File: src/rtl/caf_pkg.sv
package caf_pkg;

   // Default widths of the datapath.
   localparam int POSITION_BITS_DEF  = 16;
   localparam int SHARPNESS_BITS_DEF = 16;
   localparam int SETTLE_BITS_DEF    = 8;

   // Fixed widths of the register file.
   localparam int CSR_INDEX_BITS     = 3;
   localparam int CSR_DATA_BITS      = 32;
   localparam int DROP_RATIO_BITS    = 9;
   localparam int SETTLE_FRAMES_BITS = 8;

   // Reset values of the registers.
   localparam int FOCUS_MIN_RST          = 0;
   localparam int FOCUS_MAX_RST          = 25600;
   localparam int SCAN_STEP_RST          = 512;
   localparam int TRACK_STEP_RST         = 128;
   localparam int DROP_RATIO_RST         = 192;
   localparam int SETTLE_FRAMES_RST      = 2;
   localparam int MIN_BEST_SHARPNESS_RST = 0;

   // Register indexes.
   typedef enum logic [CSR_INDEX_BITS-1:0] {
      CSR_FOCUS_MIN          = 3'd0,
      CSR_FOCUS_MAX          = 3'd1,
      CSR_SCAN_STEP          = 3'd2,
      CSR_TRACK_STEP         = 3'd3,
      CSR_DROP_RATIO         = 3'd4,
      CSR_SETTLE_FRAMES      = 3'd5,
      CSR_MIN_BEST_SHARPNESS = 3'd6
   } csr_index_type;

endpackage

File: src/rtl/caf_req_if.sv
interface caf_req_if #(
   parameter int POSITION_BITS  = caf_pkg::POSITION_BITS_DEF,
   parameter int SHARPNESS_BITS = caf_pkg::SHARPNESS_BITS_DEF
);
   logic                      valid;
   logic                      ready;
   logic [SHARPNESS_BITS-1:0] frame_sharpness;
   logic [POSITION_BITS-1:0]  current_position;

   modport source (output valid, frame_sharpness, current_position, input ready);
   modport sink   (input valid, frame_sharpness, current_position, output ready);
endinterface

File: src/rtl/caf_rsp_if.sv
interface caf_rsp_if #(
   parameter int POSITION_BITS  = caf_pkg::POSITION_BITS_DEF,
   parameter int SHARPNESS_BITS = caf_pkg::SHARPNESS_BITS_DEF
);
   logic                      valid;
   logic                      ready;
   logic [POSITION_BITS-1:0]  next_position;
   logic                      tracking;
   logic [POSITION_BITS-1:0]  best_position_out;
   logic [SHARPNESS_BITS-1:0] best_sharpness_out;

   modport source (output valid, next_position, tracking, best_position_out,
                   best_sharpness_out, input ready);
   modport sink   (input valid, next_position, tracking, best_position_out,
                   best_sharpness_out, output ready);
endinterface

File: src/rtl/caf_csr_if.sv
interface caf_csr_if;
   logic                               valid;
   logic                               ready;
   logic [caf_pkg::CSR_INDEX_BITS-1:0] index;
   logic [caf_pkg::CSR_DATA_BITS-1:0]  data;

   modport source (output valid, index, data, input ready);
   modport sink   (input valid, index, data, output ready);
endinterface

File: src/rtl/contrast_autofocus_hill_climb.sv
// Contrast-detection autofocus by hill climbing. Each transfer on the request
// channel carries one frame's sharpness and the lens position it was taken at;
// each transfer on the response channel returns the lens position for the next
// frame, the mode (scan or track) and the best position and sharpness so far.
// Registers are written through the CSR channel, which is always ready; the
// user must write them only while no frame is in flight, which the block
// itself does not enforce. One frame is accepted every clock cycle when the
// response side keeps up; a result passes through the input register, then
// the result register, which is loaded at the same edge as the focus state.
// The rate is set by the focus state update, which carries the focus state
// from each frame into the next.
module contrast_autofocus_hill_climb #(
   parameter int POSITION_BITS  = caf_pkg::POSITION_BITS_DEF,
   parameter int SHARPNESS_BITS = caf_pkg::SHARPNESS_BITS_DEF,
   parameter int SETTLE_BITS    = caf_pkg::SETTLE_BITS_DEF
) (
   input  logic       clock,
   input  logic       reset,
   caf_req_if.sink    req_ch,
   caf_rsp_if.source  rsp_ch,
   caf_csr_if.sink    csr_ch
);
   import caf_pkg::*;

   // Configuration values.
   logic [POSITION_BITS-1:0]      focus_min;
   logic [POSITION_BITS-1:0]      focus_max;
   logic [POSITION_BITS-1:0]      scan_step;
   logic [POSITION_BITS-1:0]      track_step;
   logic [DROP_RATIO_BITS-1:0]    drop_ratio;
   logic [SETTLE_FRAMES_BITS-1:0] settle_frames;
   logic [SHARPNESS_BITS-1:0]     min_best_sharpness;

   // Input register.
   logic                          in_valid_ff;
   logic [SHARPNESS_BITS-1:0]     in_sharp_ff;
   logic [POSITION_BITS-1:0]      in_pos_ff;

   // Focus state.
   logic                          mode_track_ff;
   logic [SHARPNESS_BITS-1:0]     best_sharpness_ff;
   logic [POSITION_BITS-1:0]      best_position_ff;
   logic [SHARPNESS_BITS-1:0]     last_sharpness_ff;
   logic                          moving_down_ff;
   logic [SETTLE_BITS-1:0]        settle_count_ff;
   logic                          mode_track_in;
   logic [SHARPNESS_BITS-1:0]     best_sharpness_in;
   logic [POSITION_BITS-1:0]      best_position_in;
   logic [SHARPNESS_BITS-1:0]     last_sharpness_in;
   logic                          moving_down_in;
   logic [SETTLE_BITS-1:0]        settle_count_in;
   logic [POSITION_BITS-1:0]      next_position;

   // Result register.
   logic                          out_valid_ff;
   logic [POSITION_BITS-1:0]      out_next_ff;
   logic                          out_tracking_ff;
   logic [POSITION_BITS-1:0]      out_best_pos_ff;
   logic [SHARPNESS_BITS-1:0]     out_best_sharp_ff;

   logic                          advance;
   logic                          req_xfer;

   caf_csr_regs #(
      .POSITION_BITS  (POSITION_BITS),
      .SHARPNESS_BITS (SHARPNESS_BITS)
   ) u_csr_regs (
      .clock              (clock),
      .reset              (reset),
      .csr_ch             (csr_ch),
      .focus_min          (focus_min),
      .focus_max          (focus_max),
      .scan_step          (scan_step),
      .track_step         (track_step),
      .drop_ratio         (drop_ratio),
      .settle_frames      (settle_frames),
      .min_best_sharpness (min_best_sharpness)
   );

   caf_step #(
      .POSITION_BITS  (POSITION_BITS),
      .SHARPNESS_BITS (SHARPNESS_BITS),
      .SETTLE_BITS    (SETTLE_BITS)
   ) u_step (
      .focus_min          (focus_min),
      .focus_max          (focus_max),
      .scan_step          (scan_step),
      .track_step         (track_step),
      .drop_ratio         (drop_ratio),
      .settle_frames      (settle_frames),
      .min_best_sharpness (min_best_sharpness),
      .sharp              (in_sharp_ff),
      .pos                (in_pos_ff),
      .mode_track         (mode_track_ff),
      .best_sharpness     (best_sharpness_ff),
      .best_position      (best_position_ff),
      .last_sharpness     (last_sharpness_ff),
      .moving_down        (moving_down_ff),
      .settle_count       (settle_count_ff),
      .mode_track_in      (mode_track_in),
      .best_sharpness_in  (best_sharpness_in),
      .best_position_in   (best_position_in),
      .last_sharpness_in  (last_sharpness_in),
      .moving_down_in     (moving_down_in),
      .settle_count_in    (settle_count_in),
      .next_position      (next_position)
   );

   // The held frame moves on when the result register is free or being emptied.
   assign advance      = in_valid_ff && (!out_valid_ff || rsp_ch.ready);
   assign req_ch.ready = !in_valid_ff || advance;
   assign req_xfer     = req_ch.valid && req_ch.ready;

   // Input register.
   always_ff @(posedge clock) begin
      if (reset) begin
         in_valid_ff <= 1'b0;
      end else if (req_ch.ready) begin
         in_valid_ff <= req_ch.valid;
      end
   end

   always_ff @(posedge clock) begin
      if (req_xfer) begin
         in_sharp_ff <= req_ch.frame_sharpness;
         in_pos_ff   <= req_ch.current_position;
      end
   end

   // Focus state update, one frame per advance.
   always_ff @(posedge clock) begin
      if (reset) begin
         mode_track_ff     <= 1'b0;
         best_sharpness_ff <= '0;
         best_position_ff  <= '0;
         last_sharpness_ff <= '0;
         moving_down_ff    <= 1'b0;
         settle_count_ff   <= '0;
      end else if (advance) begin
         mode_track_ff     <= mode_track_in;
         best_sharpness_ff <= best_sharpness_in;
         best_position_ff  <= best_position_in;
         last_sharpness_ff <= last_sharpness_in;
         moving_down_ff    <= moving_down_in;
         settle_count_ff   <= settle_count_in;
      end
   end

   // Result register.
   always_ff @(posedge clock) begin
      if (reset) begin
         out_valid_ff <= 1'b0;
      end else if (advance) begin
         out_valid_ff <= 1'b1;
      end else if (rsp_ch.ready) begin
         out_valid_ff <= 1'b0;
      end
   end

   always_ff @(posedge clock) begin
      if (advance) begin
         out_next_ff       <= next_position;
         out_tracking_ff   <= mode_track_in;
         out_best_pos_ff   <= best_position_in;
         out_best_sharp_ff <= best_sharpness_in;
      end
   end

   assign rsp_ch.valid              = out_valid_ff;
   assign rsp_ch.next_position      = out_next_ff;
   assign rsp_ch.tracking           = out_tracking_ff;
   assign rsp_ch.best_position_out  = out_best_pos_ff;
   assign rsp_ch.best_sharpness_out = out_best_sharp_ff;

endmodule

File: src/rtl/caf_csr_regs.sv
module caf_csr_regs #(
   parameter int POSITION_BITS  = caf_pkg::POSITION_BITS_DEF,
   parameter int SHARPNESS_BITS = caf_pkg::SHARPNESS_BITS_DEF
) (
   input  logic                                   clock,
   input  logic                                   reset,
   caf_csr_if.sink                                csr_ch,
   output logic [POSITION_BITS-1:0]               focus_min,
   output logic [POSITION_BITS-1:0]               focus_max,
   output logic [POSITION_BITS-1:0]               scan_step,
   output logic [POSITION_BITS-1:0]               track_step,
   output logic [caf_pkg::DROP_RATIO_BITS-1:0]    drop_ratio,
   output logic [caf_pkg::SETTLE_FRAMES_BITS-1:0] settle_frames,
   output logic [SHARPNESS_BITS-1:0]              min_best_sharpness
);
   import caf_pkg::*;

   logic [POSITION_BITS-1:0]      focus_min_ff;
   logic [POSITION_BITS-1:0]      focus_max_ff;
   logic [POSITION_BITS-1:0]      scan_step_ff;
   logic [POSITION_BITS-1:0]      track_step_ff;
   logic [DROP_RATIO_BITS-1:0]    drop_ratio_ff;
   logic [SETTLE_FRAMES_BITS-1:0] settle_frames_ff;
   logic [SHARPNESS_BITS-1:0]     min_best_sharpness_ff;
   logic                          write_en;

   // Always ready; software must configure the block only when idle, unchecked.
   assign csr_ch.ready = 1'b1;
   assign write_en     = csr_ch.valid;

   // Register file with its reset values; unknown indexes are ignored.
   always_ff @(posedge clock) begin
      if (reset) begin
         focus_min_ff          <= POSITION_BITS'(FOCUS_MIN_RST);
         focus_max_ff          <= POSITION_BITS'(FOCUS_MAX_RST);
         scan_step_ff          <= POSITION_BITS'(SCAN_STEP_RST);
         track_step_ff         <= POSITION_BITS'(TRACK_STEP_RST);
         drop_ratio_ff         <= DROP_RATIO_BITS'(DROP_RATIO_RST);
         settle_frames_ff      <= SETTLE_FRAMES_BITS'(SETTLE_FRAMES_RST);
         min_best_sharpness_ff <= SHARPNESS_BITS'(MIN_BEST_SHARPNESS_RST);
      end else if (write_en) begin
         case (csr_ch.index)
            CSR_FOCUS_MIN:          focus_min_ff <= csr_ch.data[POSITION_BITS-1:0];
            CSR_FOCUS_MAX:          focus_max_ff <= csr_ch.data[POSITION_BITS-1:0];
            CSR_SCAN_STEP:          scan_step_ff <= csr_ch.data[POSITION_BITS-1:0];
            CSR_TRACK_STEP:         track_step_ff <= csr_ch.data[POSITION_BITS-1:0];
            CSR_DROP_RATIO:         drop_ratio_ff <= csr_ch.data[DROP_RATIO_BITS-1:0];
            CSR_SETTLE_FRAMES:      settle_frames_ff <= csr_ch.data[SETTLE_FRAMES_BITS-1:0];
            CSR_MIN_BEST_SHARPNESS: min_best_sharpness_ff <= csr_ch.data[SHARPNESS_BITS-1:0];
            default: begin
            end
         endcase
      end
   end

   assign focus_min          = focus_min_ff;
   assign focus_max          = focus_max_ff;
   assign scan_step          = scan_step_ff;
   assign track_step         = track_step_ff;
   assign drop_ratio         = drop_ratio_ff;
   assign settle_frames      = settle_frames_ff;
   assign min_best_sharpness = min_best_sharpness_ff;

endmodule

File: src/rtl/caf_step.sv
module caf_step #(
   parameter int POSITION_BITS  = caf_pkg::POSITION_BITS_DEF,
   parameter int SHARPNESS_BITS = caf_pkg::SHARPNESS_BITS_DEF,
   parameter int SETTLE_BITS    = caf_pkg::SETTLE_BITS_DEF
) (
   // Configuration.
   input  logic [POSITION_BITS-1:0]               focus_min,
   input  logic [POSITION_BITS-1:0]               focus_max,
   input  logic [POSITION_BITS-1:0]               scan_step,
   input  logic [POSITION_BITS-1:0]               track_step,
   input  logic [caf_pkg::DROP_RATIO_BITS-1:0]    drop_ratio,
   input  logic [caf_pkg::SETTLE_FRAMES_BITS-1:0] settle_frames,
   input  logic [SHARPNESS_BITS-1:0]              min_best_sharpness,
   // Frame being processed.
   input  logic [SHARPNESS_BITS-1:0]              sharp,
   input  logic [POSITION_BITS-1:0]               pos,
   // Present state.
   input  logic                                   mode_track,
   input  logic [SHARPNESS_BITS-1:0]              best_sharpness,
   input  logic [POSITION_BITS-1:0]               best_position,
   input  logic [SHARPNESS_BITS-1:0]              last_sharpness,
   input  logic                                   moving_down,
   input  logic [SETTLE_BITS-1:0]                 settle_count,
   // Next state; mode and best values are also the result fields.
   output logic                                   mode_track_in,
   output logic [SHARPNESS_BITS-1:0]              best_sharpness_in,
   output logic [POSITION_BITS-1:0]               best_position_in,
   output logic [SHARPNESS_BITS-1:0]              last_sharpness_in,
   output logic                                   moving_down_in,
   output logic [SETTLE_BITS-1:0]                 settle_count_in,
   output logic [POSITION_BITS-1:0]               next_position
);
   import caf_pkg::*;

   localparam int WIDE_BITS  = POSITION_BITS + 2;
   localparam int PROD_BITS  = SHARPNESS_BITS + DROP_RATIO_BITS;

   logic                         settling;
   logic                         beats_best;
   logic [SHARPNESS_BITS-1:0]    upd_sharpness;
   logic [POSITION_BITS-1:0]     upd_position;
   logic [POSITION_BITS:0]       scan_sum;
   logic                         scan_end;
   logic [PROD_BITS-1:0]         sharp_scaled;
   logic [PROD_BITS-1:0]         best_scaled;
   logic                         drop_hit;
   logic                         dir_next;
   logic signed [WIDE_BITS-1:0]  pos_wide;
   logic signed [WIDE_BITS-1:0]  step_wide;
   logic signed [WIDE_BITS-1:0]  track_val;
   logic signed [WIDE_BITS-1:0]  scan_val;
   logic [SETTLE_BITS-1:0]       settle_load;

   // Raise to the low bound, then lower to the high bound (high bound wins).
   function automatic logic [POSITION_BITS-1:0] clamp_pos(
      input logic signed [WIDE_BITS-1:0] v,
      input logic [POSITION_BITS-1:0]    lo,
      input logic [POSITION_BITS-1:0]    hi
   );
      logic signed [WIDE_BITS-1:0] lo_w;
      logic signed [WIDE_BITS-1:0] hi_w;
      logic signed [WIDE_BITS-1:0] r;
      lo_w = $signed({2'b00, lo});
      hi_w = $signed({2'b00, hi});
      r    = v;
      if (r < lo_w) r = lo_w;
      if (r > hi_w) r = hi_w;
      return r[POSITION_BITS-1:0];
   endfunction

   // Best tracking candidate for this frame.
   assign settling      = (settle_count != '0);
   assign beats_best    = (sharp > best_sharpness);
   assign upd_sharpness = beats_best ? sharp : best_sharpness;
   assign upd_position  = beats_best ? pos : best_position;

   // Scan sweep end test.
   assign scan_sum = {1'b0, pos} + {1'b0, scan_step};
   assign scan_end = (scan_sum >= {1'b0, focus_max});
   assign scan_val = scan_end ? $signed({2'b00, upd_position})
                              : $signed({1'b0, scan_sum});

   // Sharpness drop test, exact: sharp * 256 < best * drop_ratio, once best exceeds min_best_sharpness.
   assign sharp_scaled = {{(DROP_RATIO_BITS-8){1'b0}}, sharp, 8'h00};
   assign best_scaled  = PROD_BITS'(best_sharpness) * PROD_BITS'(drop_ratio);
   assign drop_hit     = (best_sharpness > min_best_sharpness) &&
                         (sharp_scaled < best_scaled);

   // Hill climbing step; direction reverses when sharpness falls.
   assign dir_next  = moving_down ^ (sharp < last_sharpness);
   assign pos_wide  = $signed({2'b00, pos});
   assign step_wide = $signed({2'b00, track_step});
   assign track_val = dir_next ? (pos_wide - step_wide) : (pos_wide + step_wide);

   assign settle_load = SETTLE_BITS'(settle_frames);

   // Next state selection by mode.
   always_comb begin
      mode_track_in     = mode_track;
      best_sharpness_in = best_sharpness;
      best_position_in  = best_position;
      last_sharpness_in = last_sharpness;
      moving_down_in    = moving_down;
      settle_count_in   = settle_count;
      next_position     = pos;
      if (settling) begin
         settle_count_in   = settle_count - 1'b1;
         best_sharpness_in = upd_sharpness;
         best_position_in  = upd_position;
      end else if (!mode_track) begin
         best_sharpness_in = upd_sharpness;
         best_position_in  = upd_position;
         next_position     = clamp_pos(scan_val, focus_min, focus_max);
         if (scan_end) begin
            mode_track_in   = 1'b1;
            settle_count_in = settle_load;
         end
      end else if (drop_hit) begin
         mode_track_in     = 1'b0;
         best_sharpness_in = '0;
         best_position_in  = focus_min;
         next_position     = focus_min;
         settle_count_in   = settle_load;
      end else begin
         moving_down_in    = dir_next;
         last_sharpness_in = sharp;
         next_position     = clamp_pos(track_val, focus_min, focus_max);
         best_sharpness_in = upd_sharpness;
         best_position_in  = upd_position;
      end
   end

endmodule

File: src/flat_wrapper.sv
// flat-port wrapper written by rule: the top's interface ports become plain ports
module contrast_autofocus_hill_climb_flat import caf_pkg::*;
#(
   parameter int POSITION_BITS  = caf_pkg::POSITION_BITS_DEF,
   parameter int SHARPNESS_BITS = caf_pkg::SHARPNESS_BITS_DEF,
   parameter int SETTLE_BITS    = caf_pkg::SETTLE_BITS_DEF
)
  (clock, reset, req_ch_valid, req_ch_frame_sharpness, req_ch_current_position, req_ch_ready, rsp_ch_valid, rsp_ch_next_position, rsp_ch_tracking, rsp_ch_best_position_out, rsp_ch_best_sharpness_out, rsp_ch_ready, csr_ch_valid, csr_ch_index, csr_ch_data, csr_ch_ready);
  caf_req_if #(.POSITION_BITS(POSITION_BITS), .SHARPNESS_BITS(SHARPNESS_BITS)) req_ch_i ();
  caf_rsp_if #(.POSITION_BITS(POSITION_BITS), .SHARPNESS_BITS(SHARPNESS_BITS)) rsp_ch_i ();
  caf_csr_if csr_ch_i ();
  input  logic clock;
  input  logic reset;
  input wire logic [$bits(req_ch_i.valid)-1:0] req_ch_valid;
  input wire logic [$bits(req_ch_i.frame_sharpness)-1:0] req_ch_frame_sharpness;
  input wire logic [$bits(req_ch_i.current_position)-1:0] req_ch_current_position;
  output wire logic [$bits(req_ch_i.ready)-1:0] req_ch_ready;
  output wire logic [$bits(rsp_ch_i.valid)-1:0] rsp_ch_valid;
  output wire logic [$bits(rsp_ch_i.next_position)-1:0] rsp_ch_next_position;
  output wire logic [$bits(rsp_ch_i.tracking)-1:0] rsp_ch_tracking;
  output wire logic [$bits(rsp_ch_i.best_position_out)-1:0] rsp_ch_best_position_out;
  output wire logic [$bits(rsp_ch_i.best_sharpness_out)-1:0] rsp_ch_best_sharpness_out;
  input wire logic [$bits(rsp_ch_i.ready)-1:0] rsp_ch_ready;
  input wire logic [$bits(csr_ch_i.valid)-1:0] csr_ch_valid;
  input wire logic [$bits(csr_ch_i.index)-1:0] csr_ch_index;
  input wire logic [$bits(csr_ch_i.data)-1:0] csr_ch_data;
  output wire logic [$bits(csr_ch_i.ready)-1:0] csr_ch_ready;
  assign req_ch_i.valid = req_ch_valid;
  assign req_ch_i.frame_sharpness = req_ch_frame_sharpness;
  assign req_ch_i.current_position = req_ch_current_position;
  assign req_ch_ready = req_ch_i.ready;
  assign rsp_ch_valid = rsp_ch_i.valid;
  assign rsp_ch_next_position = rsp_ch_i.next_position;
  assign rsp_ch_tracking = rsp_ch_i.tracking;
  assign rsp_ch_best_position_out = rsp_ch_i.best_position_out;
  assign rsp_ch_best_sharpness_out = rsp_ch_i.best_sharpness_out;
  assign rsp_ch_i.ready = rsp_ch_ready;
  assign csr_ch_i.valid = csr_ch_valid;
  assign csr_ch_i.index = csr_ch_index;
  assign csr_ch_i.data = csr_ch_data;
  assign csr_ch_ready = csr_ch_i.ready;
  contrast_autofocus_hill_climb #(.POSITION_BITS(POSITION_BITS), .SHARPNESS_BITS(SHARPNESS_BITS), .SETTLE_BITS(SETTLE_BITS)) u_core (.clock(clock), .reset(reset), .req_ch(req_ch_i), .rsp_ch(rsp_ch_i), .csr_ch(csr_ch_i));
endmodule
File: config.mk
export PLATFORM = sky130hd
export DESIGN_NAME = contrast_autofocus_hill_climb_flat
export DESIGN_NICKNAME = d
export VERILOG_FILES = /design/src/rtl/caf_pkg.sv /design/src/rtl/caf_req_if.sv /design/src/rtl/caf_rsp_if.sv /design/src/rtl/caf_csr_if.sv /design/src/rtl/contrast_autofocus_hill_climb.sv /design/src/rtl/caf_csr_regs.sv /design/src/rtl/caf_step.sv /design/src/flat_wrapper.sv
export SDC_FILE = /design/constraint.sdc
export NUM_CORES = 1
export LEC_CHECK = 0
export BUFFER_PORTS_ARGS = -buffer_cell sky130_fd_sc_hd__buf_2
export CELL_PAD_IN_SITES_DETAIL_PLACEMENT = 1
export CELL_PAD_IN_SITES_GLOBAL_PLACEMENT = 2
export CORE_UTILIZATION = 36
export CTS_BUF_LIST = sky130_fd_sc_hd__clkbuf_4 sky130_fd_sc_hd__clkbuf_8
export CTS_CLUSTER_SIZE = 30
export DETAILED_ROUTE_END_ITERATION = 6
export PLACE_DENSITY = 0.77
export SYNTH_ARGS = -nofsm -noshare
export SYNTH_HDL_FRONTEND = slang
export SYNTH_SLANG_ARGS = --single-unit
File: constraint.sdc
create_clock -name clock -period 7.9 [get_ports clock]
set_input_delay 1.185 -clock clock [delete_from_list [all_inputs] [get_ports clock]]
set_output_delay 1.185 -clock clock [all_outputs]
set_load 0.005 [all_outputs]
Yosys cells after proc, flatten, opt, wreduce, memory -nomap -nowiden. Index checks and enable logic that the tools add are counted.

Flip-flop bits (word level): 238. Input bits: 72. Output and inout bits: 52. Logic and storage cells: 97.

Add/subtract/negate cells: 4. Multipliers: 1. Order comparisons: 9. Equality and inequality tests: 7. Muxes and demuxes: 32. Bitwise logic cells: 3. Reductions and logical operators: 20.

Operators with widths (count): $mux 16 (13); $mux 18 (7); $gt 18x17->1 (2); $add 16x16->17 (2); $mux 17 (2); $gt 16x16->1 (2); $mux 8 (4); $lt 24x25->1 (1); $mul 16x9->25 (1); $lt 18x17->1 (1); $ge 17x16->1 (1); $lt 17x16->1 (1); $sub 16x16->17 (1); $lt 16x16->1 (1); $reduce_and 2->1 (7); $eq 3x3->1 const B (3); $reduce_bool 8->1 (1); $sub 8x1->8 const B (1); $eq 3x2->1 const B (2); $mux 1 (6); $reduce_and 4->1 (1); $eq 3x1->1 const B (1); $logic_and 1x1->1 (3); $logic_not 3->1 (1); 8 further kinds (11).

Longest topological paths before layout.
Depth in word-level cells: 13. Gate-level depth with buffers: 41. Depth with buffers taken out: 38.

By module. A second synthesis with hierarchy kept.

Cells, all modules: 2454. Area total of the unflattened synthesis: 21932.3 sq um.

Modules (own cells, without submodules): caf_step (instances 1, cells each 1761, area each 12967.4 sq um, sequential area each 0.0 sq um); contrast_autofocus_hill_climb (instances 1, cells each 343, area each 5103.6 sq um, sequential area each 3633.5 sq um); caf_csr_regs (instances 1, cells each 350, area each 3861.2 sq um, sequential area each 1941.9 sq um).

Worst setup path before layout. No wires, ideal clock.

Kind: register -> register. Start point: register u_core.in_pos_ff[0]. End point: register u_core.out_next_ff[11], in the netlist u_core.rsp_ch.next_position[11] (data pin). Setup time: 256 ps. Arrival time: 8286 ps. Required time: 7644 ps. Setup slack: -642 ps. Stages on the path, launching flop included: 41. Buffers on the path: 4. Period minus slack after synthesis: 8542 ps. Cells stage by stage: edfxtp_1 ha_1 fa_1 a211oi_1 o21bai_1 a211o_1 a211o_1 a21o_1 a21oi_1 xnor2_1 ha_1 a21o_1 a211oi_1 o21ai_0 a31o_2 nor2_1 clkbuf_1 or2_2 [5 not listed] or4_1 nor2b_1 a311oi_1 buf_2 clkbuf_1 nand2_1 o21ai_0 ha_1 nand2_1 o21ai_0 a2111oi_0 a31oi_1 o31a_1 nor3_1 and2_1 buf_2 a31oi_1 o211a_1.

Word-level cells in the longest chain between the ends: 12. Elaborated cells between the ends (all ways): 23. Those cells by class: 3 x add/sub; 5 x order compare; 15 x mux.

RTL lines: from (decl) (line contrast_autofocus_hill_climb.sv:37) `logic [POSITION_BITS-1:0] in_pos_ff;`; from (signal assigned) (line contrast_autofocus_hill_climb.sv:126) `in_pos_ff <= req_ch.current_position;`; parallel branches: the longest is 10 deep, another holds $gt 18x17->1; $mux 16 * (line caf_step.sv:110) `end else if (!mode_track) begin`; $mux 16 * (line caf_step.sv:106) `if (settling) begin`; via u_core.next_position[11] (line contrast_autofocus_hill_climb.sv:52) `logic [POSITION_BITS-1:0] next_position;`; to (signal assigned) (line contrast_autofocus_hill_climb.sv:162) `out_next_ff <= next_position;`; to (decl) (line contrast_autofocus_hill_climb.sv:56) `logic [POSITION_BITS-1:0] out_next_ff;`.

Mark *: on every way through the listed nets, which the timed path passes. The select of a mux whose other input is x is not followed. A chain may end at the register's enable or synchronous reset.

Worst setup path in the final report.
Start point: register u_core.in_pos_ff[0]. End point: register u_core.out_next_ff[14], in the netlist u_core.rsp_ch.next_position[14] (data pin).

Same word-level chain as after synthesis.

==> summary.txt <==
Status
  • Status: finished, violations left
  • Failing checks: setup timing

Pwr
  • Peak VDD IR: 108 uV
  • Total power: 4.94 mW
  • Leak: roughly 11 nW
  • Power density cells: roughly 200 nW/um2

Yosys
  • Post-synthesis cell area: 20,100 um2
  • Most used flip-flop cell after synthesis: dfxtp_1
  • Yosys cell types: slightly below 90
  • Most area-consuming cells after synthesis: dfxtp_1, ha_1, edfxtp_1
  • Post-synth EDFFs: 81
  • Seq/Total Area, Yosys: between 20% and 30%
  • Avg Inst Size Synth: between 8 and 9 um2
  • Fraction of registers with async set/reset: 0%
  • Biggest area consumer among synthesized cells: dfxtp_1
  • Yosys reg bits: about 240
  • Post-synth top area share: between 15 and 20%
  • Synth Net Count: roughly 2,800
  • Synth Warn #: 0
  • Post-Synthesis Cells: 2,349

Clock tree
  • H-tree Lvls: 2
  • CTS tree: done
  • CTS sink cnt: approximately 240
  • Root Buffer: clkbuf_8
  • Clk_lat worst skew: between 0.6 and 0.7 ns
  • CTS Buf Count: between 40 and 50
  • CTS clk-pin slew, worst paths: 0.06 ns
  • Clock tree buffer depth: 3

Drt
  • Drt wl/cell: 22.9 um
  • Detailed Routing Iterations Pass 1: 5
  • Via density: ~5.4
  • Final wirelength: slightly below 80,000 um
  • Initial detailed-routing violation count: ~860
  • Final ANT Viol Nets: 0
  • Post-route DRC: 0
  • Vias: 18,700

Setup path
  • Critical Path Sink Type: flop
  • Startpoint Class: flop
  • Critical path's slowest cell: or4_4
  • Arr. time, crit path: approximately 8.8 ns
  • Max stage delay on crit path: 0.57 ns
  • Worst path required time: 8.38 ns
  • Max FO, Critical Path: 8
  • Crit Path Category: flop to flop

Floorplanning
  • Die area: about 57,000 um2
  • Site Rows: 86
  • Die Wd: ~240 um
  • Core footprint: 55,100 um2
  • # IOs: between 100 and 150
  • DIE HEIGHT: about 240 um
  • Starting Density: between 30% and 40%

GRT
  • Total track usage: between 20% and 30%
  • Global-route wire length before repair: ~120,000 um
  • Vias in the first global route: just under 20,000
  • Initial antenna violation count: 7
  • GR Overflow Total: 0
  • Largest net degree at the start of global routing: between 70 and 80

Final layout
  • Register area: 5580 um2
  • Number of fill cells: about 6,500
  • P&R area growth vs syn: 22.8%
  • Layout cells sized above 1: approximately a fifth
  • Commonest non-fill, non-tap cell in the layout: nand2_1
  • Most frequent cells in the layout: nand2_1, buf_4, ha_1, inv_1, a21oi_1
  • Final Core Density: between 40 and 50%
  • Layout Nets: 3,068
  • Multi-input logic area: 13,800 um2

Timing
  • Tightest hold margin: 0.452 ns
  • Worst Skew: between 0.03 and 0.04 ns
  • Max transition margin: 25.5%
  • Hold Vio Cnt, Final: 0
  • RSZ-0062 raised after global routing: true
  • Tightest Pin Transition: 1.11 ns
  • Final Worst Setup Slack: -0.383 ns
  • Setup violations, final: 16
  • FMAX: about 120 MHz
  • Final Max Tran Viols: 0
  • Final min period: between 8 and 9 ns
  • Crit share post-route: 105%

Placement
  • IO Port Bufs: roughly 110
  • DP HPWL: roughly 60,000 um
  • Global placement routability congestion: ~0.95

Run
  • Max-cap violations: 0

Hold path
  • HP Class: flop to flop
-- kinds of logic after synthesis --
kind of cell               Yosys count  share of synthesized area (%)
and+or+nand+nor                    766                           17.1
muxes                               76                           3.85
DFF                                238                           27.7
adders and majority gates          338                           24.8
AOI/OAI and AO/OA                  556                           18.1
buffers and inverters              330                           6.36
other                                1                         0.0187
xor gates and xnor gates            44                           1.92
-- worst paths after layout --
check                                           from  cells after the start  slack (ns)                                  to
hold reg to reg   u_core.u_csr_regs.settle_frames[5]                      2        0.45  u_core.u_csr_regs.settle_frames[5]
hold / removal    u_core.u_csr_regs.settle_frames[5]                      2        0.45  u_core.u_csr_regs.settle_frames[5]
setup reg to reg                 u_core.in_pos_ff[0]                     42       -0.38     u_core.rsp_ch.next_position[14]
setup / recovery                 u_core.in_pos_ff[0]                     42       -0.38     u_core.rsp_ch.next_position[14]
-- repair_timing --
action / in CTS / in global routing
hold buffers: 0 / 0
gates cloned: 3 / 0
resized for setup: 88 / 38
pin swaps: 40 / 43
endpoints found under the setup margin: 16 / 54
buffers inserted: 22 / 14
-- cell type report --
type                    instances  share of cell area, %
diodes                          1                 0.0101
flip-flops and latches        238                   22.6
repair buffers                368                   10.6
inverters                     221                   3.36
clock inverters                22                  0.639
multi-input cells            1783                   55.9
clock buffers                  64                   3.19
well taps                     748                   3.79
-- synth_stat cells (6+ instances only) --
cell type / count
o2111ai_1: 6
a222oi_1: 11
o21ai_1: 6
o21ai_0: 86
a21oi_1: 228
ha_1: 236
nor2_1: 134
fa_1: 102
and2_1: 56
mux2_2: 11
a211o_1: 12
nand2b_1: 20
nor2b_1: 23
o221ai_1: 9
nor4_1: 9
o31ai_1: 6
clkbuf_1: 90
buf_2: 14
o21a_1: 17
o31a_1: 7
dfxtp_1: 157
o211ai_1: 15
o221a_1: 10
a211oi_1: 12
nand3_1: 28
nand2_1: 399
o21bai_1: 14
xnor2_1: 29
edfxtp_1: 81
or2_2: 6
mux2i_1: 65
o221a_2: 7
a21o_1: 18
a31oi_1: 15
nor3_1: 24
xor2_1: 15
a2bb2oi_1: 17
inv_1: 219
or3_1: 25
nand4_1: 18
-- worst max-delay path: cells and delay by family (launching register included) --
family | cells | cell delay [ns]
AO/OA/AOI/OAI | 22 | 4.00
XOR/XNOR | 1 | 0.15
adder cells (fa/ha/maj) | 5 | 1.29
buffers and inverters | 6 | 0.86
flip-flops | 1 | 0.39
AND/OR/NAND/NOR | 8 | 1.40
-- sequential cells by signal, summed over array words and instances (netlist names), 8 cells and up --
name	count
u_core.best_position_ff	16
u_core.best_sharpness_ff	16
u_core.in_pos_ff	16
u_core.in_sharp_ff	16
u_core.last_sharpness_ff	16
u_core.rsp_ch.best_position_out	16
u_core.rsp_ch.best_sharpness_out	16
u_core.rsp_ch.next_position	16
u_core.settle_count_ff	8
u_core.u_csr_regs.drop_ratio	9
u_core.u_csr_regs.focus_max	16
u_core.u_csr_regs.focus_min	16
u_core.u_csr_regs.min_best_sharpness	16
u_core.u_csr_regs.scan_step	16
u_core.u_csr_regs.settle_frames	8
u_core.u_csr_regs.track_step	16
-- per-stage QoR --
stage | setup slack, ns | TNS (ns) | cell area (um2) | std cells
final | -0.383 | -4.96 | 24700 | 3445
after global routing | -0.796 | -11.46 | 24700 | 3445
after CTS | -0.361 | -4.94 | 24400 | 3431
after detailed placement | -0.977 | -14.50 | 22900 | 3321
after global placement | -0.659 | -9.84 | 22900 | 3321
after floorplan | -0.0802 | -0.639 | 20200 | 2349
-- report_power, final --
group          internal (mW)  total (mW)  switching (mW)
combinational          0.950        2.16            1.21
sequential              1.39        1.46          0.0704
clock                  0.712        1.32           0.606
-- per-layer routing --
layer / vias up / part of all wire (%) / track usage (%)
met2: 384 / 49 / 49.3
met4: 6 / 4.5 / 12.4
met5: - / 0.046 / 0
met3: 169 / 3.8 / 3.69
li1: 8800 / - / -
met1: 9323 / 42 / 33.6
No activity file was read; power rests on OpenSTA's default activity.
